==> src/rtl/core/tscd_pkg.sv <==
// ----------------------------------------------------------------------------
// tscd_pkg
// Widths, angle constants and the arctangent table of the crash detector.
// ----------------------------------------------------------------------------
package tscd_pkg;

  localparam int CORDIC_STEPS = 16;
  localparam int CORDIC_ITERS = (CORDIC_STEPS < 24) ? CORDIC_STEPS : 24;

  // CORDIC vector and angle widths (angle in 1/65536 degree)
  localparam int CORDIC_W = 36;
  localparam int ANGLE_W  = 26;

  // Serial divider: signed numerator, positive constant divisor
  localparam int DIV_NUM_W = 54;
  localparam int DIV_DEN_W = 28;

  // Serial square root: one root bit per beat of the shifter
  localparam int SQRT_OUT_W = 32;
  localparam int SQRT_IN_W  = 2 * SQRT_OUT_W;

  localparam logic signed [ANGLE_W-1:0] DEG_90 = 26'sd5898240;

  // atan(2^-i) in 1/65536 degree
  function automatic logic signed [ANGLE_W-1:0] atan_entry(input logic [4:0] idx);
    logic signed [ANGLE_W-1:0] v;
    case (idx)
      5'd0:  v = 26'sd2949120;
      5'd1:  v = 26'sd1740967;
      5'd2:  v = 26'sd919879;
      5'd3:  v = 26'sd466945;
      5'd4:  v = 26'sd234379;
      5'd5:  v = 26'sd117304;
      5'd6:  v = 26'sd58666;
      5'd7:  v = 26'sd29335;
      5'd8:  v = 26'sd14668;
      5'd9:  v = 26'sd7334;
      5'd10: v = 26'sd3667;
      5'd11: v = 26'sd1833;
      5'd12: v = 26'sd917;
      5'd13: v = 26'sd458;
      5'd14: v = 26'sd229;
      5'd15: v = 26'sd115;
      5'd16: v = 26'sd57;
      5'd17: v = 26'sd29;
      5'd18: v = 26'sd14;
      5'd19: v = 26'sd7;
      5'd20: v = 26'sd4;
      5'd21: v = 26'sd2;
      5'd22: v = 26'sd1;
      default: v = '0;
    endcase
    return v;
  endfunction

endpackage

==> src/rtl/core/tscd_sqrt.sv <==
// ----------------------------------------------------------------------------
// tscd_sqrt
// Bit-pair serial integer square root, one root bit per cycle, floor result.
// ----------------------------------------------------------------------------
module tscd_sqrt (
  input  logic                             clk,
  input  logic                             rst,
  input  logic                             start,
  input  logic [tscd_pkg::SQRT_IN_W-1:0]   radicand,
  output logic                             done,
  output logic [tscd_pkg::SQRT_OUT_W-1:0]  root
);
  import tscd_pkg::*;

  localparam int REM_W = SQRT_OUT_W + 2;
  localparam int CNT_W = $clog2(SQRT_OUT_W);

  logic                    run;
  logic [CNT_W-1:0]        cnt;
  logic [SQRT_IN_W-1:0]    val;
  logic [REM_W-1:0]        rem;
  logic [SQRT_OUT_W-1:0]   acc;
  logic [REM_W+1:0]        rem_sh;
  logic [REM_W+1:0]        trial;
  logic                    ge;
  logic [SQRT_OUT_W-1:0]   acc_next;

  assign rem_sh   = {rem, val[SQRT_IN_W-1 -: 2]};
  assign trial    = (REM_W + 2)'({acc, 2'b01});
  assign ge       = (rem_sh >= trial);
  assign acc_next = {acc[SQRT_OUT_W-2:0], ge};

  always_ff @(posedge clk) begin
    if (rst) begin
      run  <= 1'b0;
      done <= 1'b0;
    end else begin
      done <= 1'b0;
      if (start) begin
        run <= 1'b1;
        val <= radicand;
        rem <= '0;
        acc <= '0;
        cnt <= '0;
      end else if (run) begin
        rem <= ge ? REM_W'(rem_sh - trial) : REM_W'(rem_sh);
        val <= {val[SQRT_IN_W-3:0], 2'b00};
        acc <= acc_next;
        cnt <= cnt + 1'b1;
        if (cnt == CNT_W'(SQRT_OUT_W - 1)) begin
          run  <= 1'b0;
          done <= 1'b1;
          root <= acc_next;
        end
      end
    end
  end

endmodule

==> config.mk <==
export PLATFORM = sky130hd
export DESIGN_NAME = tscd_sqrt
export DESIGN_NICKNAME = d
export VERILOG_FILES = /design/src/rtl/core/tscd_pkg.sv /design/src/rtl/core/tscd_sqrt.sv
export SDC_FILE = /design/constraint.sdc
export NUM_CORES = 1
export LEC_CHECK = 0
export ABC_AREA = 1
export BUFFER_PORTS_ARGS = -buffer_cell sky130_fd_sc_hd__buf_2
export CAP_MARGIN = 10
export CORE_ASPECT_RATIO = 1.4
export CORE_MARGIN = 2
export CORE_UTILIZATION = 55
export DETAILED_ROUTE_END_ITERATION = 10
export PLACE_DENSITY_LB_ADDON = 0.15
export SKIP_CTS_REPAIR_TIMING = 1
export SYNTH_ARGS = -nofsm -noshare
export SYNTH_HDL_FRONTEND = slang
export SYNTH_SLANG_ARGS = --single-unit
==> constraint.sdc <==
create_clock -name clk -period 9.8 [get_ports clk]
set_input_delay 1.47 -clock clk [delete_from_list [all_inputs] [get_ports clk]]
set_output_delay 1.47 -clock clk [all_outputs]
set_load 0.05 [all_outputs]
==> flow_metrics.tcl <==
set metrics [dict create \
    path_delay_family "buffers and inverters" \
    synth_nets 1283 \
    critical-path-slowest-cell "buf_4" \
    hp-class "flip-flop to flip-flop" \
    fin_cells 1491 \
    synth_fa_ha_area_share_pct 4.736 \
    syn_area_per_cell_um2 8.060 \
    finalCriticalPeriod_ns 3.471 \
    muxShareOfSynthArea_pct 0 \
    numCtsBuffers 17 \
    p_clk_share_pct 34.2 \
    cp_common_cell "buf_4" \
    routed_wl_um 20370 \
    grt_pass1_wl_um 33770 \
    rsz0062_at_grt "false" \
    synth-compound-area-share_pct 1.500 \
    pwr-share-seq_pct 45.5 \
    yosysWarningCount 0 \
    gp_congestion 0.9304 \
    p_int_uw 1346 \
    ir_worst_vdd_uv 120.3 \
    num_vias 7216 \
    dpl.hpwl_um 14370 \
    firstDrtPassIters 4 \
    h-tree-depth 4 \
    grt.overflow.total 0 \
    fp.coreArea_um2 16820 \
    grt_max_degree 101 \
    hold_ws_ns 0.4494 \
    fin_worst_skew_ns 0.01273 \
    clk-insertion-delay-late_ns 0.43 \
    power.net_switching_uw 578.7 \
    synthSimpleGateAreaFrac_pct 30.98 \
    clock_path_buffers 2 \
    critPathBufInv 4 \
    grt_pass1_vias 7235 \
    ys_types 30 \
    dp_cells 1459 \
    cap_viol_max_count 0 \
    wl_per_cell_um 13.66 \
    relSlewSlack_pct 30.60 \
    cts_tree "done" \
    syn_to_final_growth_pct 13.09 \
    die_h_um 159.6 \
    drive_above_1_share_pct 12.58 \
    nNetsFinal 1378 \
    route.detailed.drc 0 \
    ys_ff_latch 169 \
    comb_power_share_pct 20.3 \
    ys_seq_area_share_pct 53.15 \
    max_stage_delay_ns 0.86 \
    cts.sinks 169 \
    drt_iter0_markers 415 \
    die-width_um 115.1 \
    switching_share_pct 30.07 \
    finalSetupViolations 0 \
    ios 100 \
    dieArea_um2 18370 \
    antenna_found_initial 0 \
    antennaDiodeCount 0 \
    viasPerCell 4.840 \
    power_density_nw_per_um2 178.9 \
    synth_cells 1180 \
    crit_path_cell_trace "buf_2 -> inv_2 -> buf_4 -> a21oi_4 -> buf_4" \
    nFillCells 1498 \
    tns_ns 0 \
    root_buffer "clkbuf_16" \
    grt_util_all_layers_pct 23.32 \
    crit_type "primary input to flip-flop" \
    port-buffer-count 99 \
    crit_arrival_ns 3.51 \
    synth_xor_area_share_pct 1.658 \
    critPathRequiredTime_ns 9.84 \
    power_uw 1924 \
    leakage_uw 0.005358 \
    mappedNetlistArea_um2 9510 \
    start_kind "primary input" \
    core.rowCount 56 \
    critPathCaptureType "flip-flop" \
    status "finished, final reports clean" \
    crit_fanout 100 \
    fmax_mhz 288.1 \
    initial_utilization_pct 56.56 \
    synth_top_family_by_area "simple AND/OR/NAND/NOR gates" \
    final_antenna_net_count 0 \
    hold_viol 0 \
    worstMarginPinSlew_ns 1.041 \
    slew_violations 0 \
    final.period_utilization_pct 35.42 \
    path_clk_slew_ns 0.07 \
]
[final timing paths]
path	startpoint	endpoint	slack, ns	depth (start not counted)
min reg2reg	acc[6]	root[7]	0.45	0
min	acc[6]	root[7]	0.45	0
max	start	rem[14]	6.33	5
max reg2reg	rem[24]	rem[26]	7.01	11
[Yosys cell counts, drive strengths merged]
library cell / instances / area, µm²
clkbuf: 18 / 67.56
xnor2: 16 / 140.1
ha: 36 / 450.4
inv: 166 / 623.1
nor3b: 1 / 7.510
o21a: 2 / 15.01
a21oi: 22 / 110.1
nor3: 11 / 60.06
and2: 3 / 18.77
o21ai: 2 / 10.01
buf: 11 / 67.56
nor4: 5 / 31.28
xor2: 2 / 17.52
nor2: 142 / 583.1
nand4: 5 / 37.53
nand3b: 11 / 82.58
nand3: 20 / 100.1
o21bai: 1 / 7.510
edfxtp: 167 / 5015
nand2: 537 / 2026
dfxtp: 2 / 40.04
[per-layer routing]
layer  GRT usage [%]  wire [µm]  vias to the layer above
met5               0          0                        -
met4           7.393        461                        0
met3           4.225        725                       28
met2           40.45      10280                      150
met1           29.32       8899                     3184
li1                -          -                     3854
[layout make-up]
type | instances | area [µm²] | share of cell area [%]
multi-input combinational | 816 | 3715 | 34.54
clock buffer | 19 | 432.9 | 4.025
timing repair buffer | 105 | 540.5 | 5.026
tap | 203 | 254.0 | 2.362
inverter | 166 | 623.1 | 5.793
sequential | 169 | 5055 | 47.00
clock inverter | 13 | 135.1 | 1.256
[worst reg2reg max path, stage by stage, from the launching register on]
cell and delay (ns):
edfxtp_1 0.43, ha_1 0.44, nand2_2 0.14, nor2_4 0.17
nand2_1 0.11, nor2_1 0.15, nand3_1 0.10, nand4_2 0.10
buf_4 0.59, nand2_1 0.17, nand2_1 0.10, nor2_1 0.07
[logic make-up (layout without fill, tap and decap cells)]
kind of cell,count (synthesis),in the layout
simple gates,735,735
buf+inv,195,303
flops,169,169
fa+ha+maj,36,36
compound gates,27,27
xor+xnor,18,18
[power by group through the flow]
| stage | clock network [µW] | registers, µW | logic, µW |
|---|---|---|---|
| after floorplan | 0 | 892 | 297 |
| after global placement | 0 | 889 | 387 |
| after detailed placement | 0 | 890 | 391 |
| after CTS | 670 | 875 | 393 |
| after global routing | 693 | 879 | 450 |
| final | 659 | 875 | 391 |
[through the flow]
| stage | instance area (µm²) | utilization (%) | setup WS (ns) |
|---|---|---|---|
| after floorplan | 9510 | - | 0.9542 |
| after global placement | 10190 | 60.58 | 5.869 |
| after detailed placement | 10190 | 60.58 | 5.876 |
| after CTS | 10760 | 63.96 | 6.324 |
| after global routing | 10760 | 63.96 | 6.143 |
| final | 10760 | 63.96 | 6.329 |
[state kept, by name, summed over array words and instances (netlist names)]
name  cells
val      64
done      1
run       1
root     32
cnt       5
rem      34
acc      32
[placed cells by master, fill, tap and decap left out]
cell type / instances
o21a_1: 2
a21oi_4: 1
inv_1: 162
nor4_1: 4
a21oi_1: 21
nor3_2: 1
nor3_1: 10
ha_1: 36
clkinv_1: 1
nand3b_1: 11
nand3_1: 20
nand2_1: 533
inv_2: 4
bufinv_16: 1
clkbuf_16: 17
nand2_2: 4
dfxtp_1: 2
inv_6: 3
clkinvlp_4: 2
o21bai_1: 1
xor2_1: 2
nor2_4: 2
buf_2: 99
buf_4: 6
xnor2_1: 16
nor4_2: 1
nor2_1: 126
clkinv_4: 3
nand4_2: 1
and2_1: 3
edfxtp_1: 167
nand4_1: 4
o21ai_0: 2
clkbuf_1: 2
nor2_2: 14
nor3b_1: 1
inv_8: 3
Note: power is estimated with default switching activity, not from simulation.
