<file path="src/rtl/core/tscd_pkg.sv">
// ----------------------------------------------------------------------------
// tscd_pkg
// Widths, angle constants and the arctangent table of the crash detector.
// ----------------------------------------------------------------------------
package tscd_pkg;

  localparam int CORDIC_STEPS = 16;
  localparam int CORDIC_ITERS = (CORDIC_STEPS < 24) ? CORDIC_STEPS : 24;

  // CORDIC vector and angle widths (angle in 1/65536 degree)
  localparam int CORDIC_W = 36;
  localparam int ANGLE_W  = 26;

  // Serial divider: signed numerator, positive constant divisor
  localparam int DIV_NUM_W = 54;
  localparam int DIV_DEN_W = 28;

  // Serial square root: one root bit per beat of the shifter
  localparam int SQRT_OUT_W = 32;
  localparam int SQRT_IN_W  = 2 * SQRT_OUT_W;

  localparam logic signed [ANGLE_W-1:0] DEG_90 = 26'sd5898240;

  // atan(2^-i) in 1/65536 degree
  function automatic logic signed [ANGLE_W-1:0] atan_entry(input logic [4:0] idx);
    logic signed [ANGLE_W-1:0] v;
    case (idx)
      5'd0:  v = 26'sd2949120;
      5'd1:  v = 26'sd1740967;
      5'd2:  v = 26'sd919879;
      5'd3:  v = 26'sd466945;
      5'd4:  v = 26'sd234379;
      5'd5:  v = 26'sd117304;
      5'd6:  v = 26'sd58666;
      5'd7:  v = 26'sd29335;
      5'd8:  v = 26'sd14668;
      5'd9:  v = 26'sd7334;
      5'd10: v = 26'sd3667;
      5'd11: v = 26'sd1833;
      5'd12: v = 26'sd917;
      5'd13: v = 26'sd458;
      5'd14: v = 26'sd229;
      5'd15: v = 26'sd115;
      5'd16: v = 26'sd57;
      5'd17: v = 26'sd29;
      5'd18: v = 26'sd14;
      5'd19: v = 26'sd7;
      5'd20: v = 26'sd4;
      5'd21: v = 26'sd2;
      5'd22: v = 26'sd1;
      default: v = '0;
    endcase
    return v;
  endfunction

endpackage

</file>
<file path="src/rtl/core/tscd_div.sv">
// ----------------------------------------------------------------------------
// tscd_div
// Restoring divider, one quotient bit per cycle, floor of signed / positive.
// ----------------------------------------------------------------------------
module tscd_div (
  input  logic                                  clk,
  input  logic                                  rst,
  input  logic                                  start,
  input  logic signed [tscd_pkg::DIV_NUM_W-1:0] num,
  input  logic        [tscd_pkg::DIV_DEN_W-1:0] den,
  output logic                                  done,
  output logic signed [tscd_pkg::DIV_NUM_W-1:0] quot
);
  import tscd_pkg::*;

  localparam int MAG_W = DIV_NUM_W - 1;
  localparam int CNT_W = $clog2(MAG_W);

  logic                       run;
  logic                       neg;
  logic [CNT_W-1:0]           cnt;
  logic [MAG_W-1:0]           mag;
  logic [DIV_DEN_W-1:0]       rem;
  logic [DIV_DEN_W-1:0]       dvs;
  logic signed [DIV_NUM_W-1:0] num_abs;
  logic [DIV_DEN_W:0]         rem_sh;
  logic                       ge;
  logic [MAG_W-1:0]           mag_next;

  // floor(n/d) for n < 0 is -((-n + d - 1) / d)
  assign num_abs = num[DIV_NUM_W-1] ? (-num + $signed(DIV_NUM_W'(den)) - 1) : num;

  assign rem_sh   = {rem, mag[MAG_W-1]};
  assign ge       = (rem_sh >= {1'b0, dvs});
  assign mag_next = {mag[MAG_W-2:0], ge};

  always_ff @(posedge clk) begin
    if (rst) begin
      run  <= 1'b0;
      done <= 1'b0;
    end else begin
      done <= 1'b0;
      if (start) begin
        run <= 1'b1;
        neg <= num[DIV_NUM_W-1];
        mag <= num_abs[MAG_W-1:0];
        rem <= '0;
        dvs <= den;
        cnt <= '0;
      end else if (run) begin
        rem <= ge ? DIV_DEN_W'(rem_sh - {1'b0, dvs}) : rem_sh[DIV_DEN_W-1:0];
        mag <= mag_next;
        cnt <= cnt + 1'b1;
        if (cnt == CNT_W'(MAG_W - 1)) begin
          run  <= 1'b0;
          done <= 1'b1;
          quot <= neg ? -$signed({1'b0, mag_next}) : $signed({1'b0, mag_next});
        end
      end
    end
  end

endmodule

</file>
<file path="config.mk">
export PLATFORM = sky130hd
export DESIGN_NAME = tscd_div
export DESIGN_NICKNAME = d
export VERILOG_FILES = /design/src/rtl/core/tscd_pkg.sv /design/src/rtl/core/tscd_div.sv
export SDC_FILE = /design/constraint.sdc
export NUM_CORES = 1
export LEC_CHECK = 0
export ABC_AREA = 1
export BUFFER_PORTS_ARGS = -buffer_cell sky130_fd_sc_hd__buf_2
export CAP_MARGIN = 20
export CORE_MARGIN = 3
export CORE_UTILIZATION = 25
export DETAILED_ROUTE_END_ITERATION = 10
export PLACE_DENSITY = 0.51
export SYNTH_ARGS = -nofsm -noshare
export SYNTH_HDL_FRONTEND = slang
export SYNTH_SLANG_ARGS = --single-unit
export TNS_END_PERCENT = 100
</file>
<file path="constraint.sdc">
create_clock -name clk -period 10.7 [get_ports clk]
set_input_delay 3.21 -clock clk [delete_from_list [all_inputs] [get_ports clk]]
set_output_delay 3.21 -clock clk [all_outputs]
set_load 0.02 [all_outputs]
</file>
==> out/results.ini <==
[status]
status=complete, no violations

[critical_path]
crit_cells=15
worstSetupEndpointType=register
critPathTopFamily=simple AND/OR/NAND/NOR gates
worst-path-buf-inv=4
reg2reg_from=rem[11]$_SDFFCE_PP0P_
r2r_end=quot[52]$_DFFE_PP_
worst-r2r-setup-slack_ns=6.69
cpPeakStageDelay_ns=0.42
worstPathRequired_ns=10.92
cp.arrival_ns=5.41
worst-r2r-cell-count=20
path_cells=buf_2 -> inv_1 -> ha_1 -> inv_1 -> fa_1 -> inv_1 -> nand3_1 -> nand2_1 -> nand2_1 -> nand2_1 -> nand3_1 -> nand2_1 -> xor2_1 -> o21ai_0 -> o21ai_0
critPathLaunchType=input pin
critical_path_peak_fanout=4
path_class=input pin to register
slowest_stage=o21ai_0
crit_top_cell=nand2_1

[cells_and_area]
n_fill_cell=5640
seq_area_um2=5145
multi_input_area_um2=6859
finalInstanceArea_um2=15190
drive_above_1_share=0.1256
nNetsFinal=2052
postLayoutCoreUtil=0.2937
syn_to_final_growth_pct=15.38

[power]
p_switching_w=0.0007104
clockPowerShare=0.320
p_per_area_nw_per_um2=130.3
pwr-share-seq=0.417
power.leakage_nw=6.666
max-vdd-ir-drop_mv=0.1353
p_comb_frac=0.263
p_int_w=0.001268
sw_frac_of_total=0.3591

[timing]
period_needed_ns=5.195
hold_viol=0
fin_ws_ns=5.505
worst_pin_slew_ns=1.092
rsz0062_at_grt=no
finalSetupViolCount=0
skew_ns=0.01543
max_freq_ghz=0.1925
setup_tns_ns=0
fin_hold_ws_ns=0.5746
slew_violations=0
finalCritPeriodShare=0.4855
slew-limit-headroom=0.2722

[yosys]
syn-num-nets=1923
synth_common_cells=nand2_1 (435), inv_1 (264), nor2_1 (200), edfxtp_1 (170), nand3_1 (129)
avgSynthCellArea_um2=7.409
netlist_area_um2=13170
ys_ff_latch=172
synthTopCellsByArea=edfxtp_1 (39%), nand2_1 (12%), inv_1 (7.5%)
synthArstFlopShare=0
synth_edf_count=170
synth_cell_types=51
synth.yosys.seq_area_share=0.3908
netlist_instances=1777
post-synth-top-area-fraction=0.3878
synth_top_area_cell=edfxtp_1
yosysMostFrequentCell=nand2_1
synthFlopType=edfxtp_1
ys_warn_count=0

[clocking]
root_buffer=clkbuf_16
clk_latency_ns=0.50
cts_buffer_depth=2
cts_resized=0
cts_buffers=17
cts_tree=yes
cts_sinks=172
cts.clk_slew.worst_paths_ns=0.08
hold_buffers=0
cts_setup_buffers=0
htree_levels=4

[placed_design]
hpwl_mm=38.89
gp_congestion=0.9448
dpl-instance-area_um2=14610
post-place-ws_ns=5.070
port_buffers=139

[die]
initial_core_util=0.2546
ioPinCount=140
rows=83
die_h_um=235.5
core_area_um2=51720
die_x_um=235.5
die_area_um2=55450

[grt]
grt_max_degree=85
antenna_found_initial=7
grtUsageTotal=0.1725
grt_pass1_vias=11920
overflow=0
grt_pass1_wl_mm=72.43

[hold_path]
whs_endpoint=done$_SDFF_PP0_
hold_depth=2
hp-start=run$_SDFF_PP0_
hold_class=register to register

[drt]
antenna_left=0
wirelength_mm=48.26
drtPass1Iterations=5
vias=12380
viasPerCell=4.762
wire_per_inst_um=18.56
detail_route.iter0.violations=963
drc_errors=0

[run]
cap_viol_max_count=0

[worst reg2reg max path, stage by stage, from the launching register on]
cell and delay, ns:
edfxtp_1 0.39, ha_1 0.38, a21oi_1 0.29, nand2_1 0.17
a21oi_1 0.17, nand2_2 0.15, nand2_4 0.15, nand2_8 0.24
inv_2 0.28, ha_1 0.26, nand3_2 0.15, nor2_4 0.22
nand3_2 0.11, nor2_2 0.12, inv_2 0.07, nor3_4 0.17
nand2_4 0.13, nand2_4 0.10, nand2_2 0.06, o21ai_1 0.12
nand2_1 0.05
[layout by cell type (no fill, tap or decap), types with 3 or more instances in the layout]
cell type,count
buf_4,7
o21ai_1,6
o21bai_1,9
clkbuf_16,17
nand3b_1,3
nand3_1,129
nand4_1,39
edfxtp_1,170
nor3_2,3
nand2_2,13
o22ai_1,4
xor2_1,56
inv_8,4
a31oi_1,12
inv_6,4
xnor2_1,17
a21oi_2,4
nor2_4,4
or2_2,4
buf_2,139
o31ai_1,4
nor4_1,10
a21oi_1,101
nor2_1,199
inv_1,263
o21ai_2,5
nor2_2,8
a21o_1,5
inv_2,6
nand2_4,4
o21ai_0,122
nand2_1,435
ha_1,59
nor3_1,25
[sequential cells by signal, summed over array words and instances, names as in the netlist]
signal	cells
done	1
run	1
neg	1
quot	54
rem	28
cnt	6
mag	53
dvs	28
[power by group through the flow]
stage / registers, W / logic, W / clock network (W)
2_1_floorplan: 0.000830 / 0.000361 / 0
3_3_place_gp: 0.000839 / 0.000513 / 0
3_5_place_dp: 0.000839 / 0.000515 / 0
4_1_cts: 0.000824 / 0.000518 / 0.000650
5_1_grt: 0.000829 / 0.000586 / 0.000676
6_report: 0.000825 / 0.000521 / 0.000632
[final cells by class]
class	count	area share
Timing Repair Buffer	146	0.04926
Inverter	269	0.06647
Clock inverter	15	0.009802
Tap cell	680	0.05601
Antenna cell	1	0.0001647
Multi-Input combinational cell	1300	0.4516
Clock buffer	17	0.02801
Sequential cell	172	0.3387
[metrics by stage]
stage,cells,power (W)
3_5_place_dp,2567,0.001355
6_report,2600,0.001978
3_3_place_gp,2567,0.001352
5_1_grt,2599,0.002091
4_1_cts,2599,0.001992
2_1_floorplan,1777,0.001191
[worst max-delay path by stage]
stage          startpoint           endpoint
3_5_place_dp       num[0]  mag[52]$_DFFE_PP_
6_report           num[0]  mag[14]$_DFFE_PP_
3_3_place_gp       num[0]  mag[52]$_DFFE_PP_
4_1_cts            num[0]  mag[52]$_DFFE_PP_
5_1_grt            num[0]  mag[14]$_DFFE_PP_
2_1_floorplan       start  quot[0]$_DFFE_PP_
[kinds of logic (layout without fill, tap and decap cells)]
| kind of cell | count (synthesis) | after routing | synth area share |
|---|---|---|---|
| flip-flops | 172 | 172 | 0.3908 |
| AND/OR/NAND/NOR | 882 | 882 | 0.2908 |
| buffers and inverters | 305 | 447 | 0.09010 |
| XOR/XNOR | 74 | 74 | 0.04980 |
| AO/OA/AOI/OAI | 283 | 283 | 0.1194 |
| adder cells (fa/ha/maj) | 61 | 61 | 0.05911 |
| other | 0 | 1 | 0 |
[per-layer routing]
metal | track usage | share of wire | routed length, um
met1 | 0.2436 | 0.47 | 22740
met2 | 0.2605 | 0.43 | 20620
met3 | 0.04217 | 0.077 | 3715
met4 | 0.05125 | 0.024 | 1144
met5 | 0 | 0.00064 | 31
No activity file was read; power rests on OpenSTA's default activity.
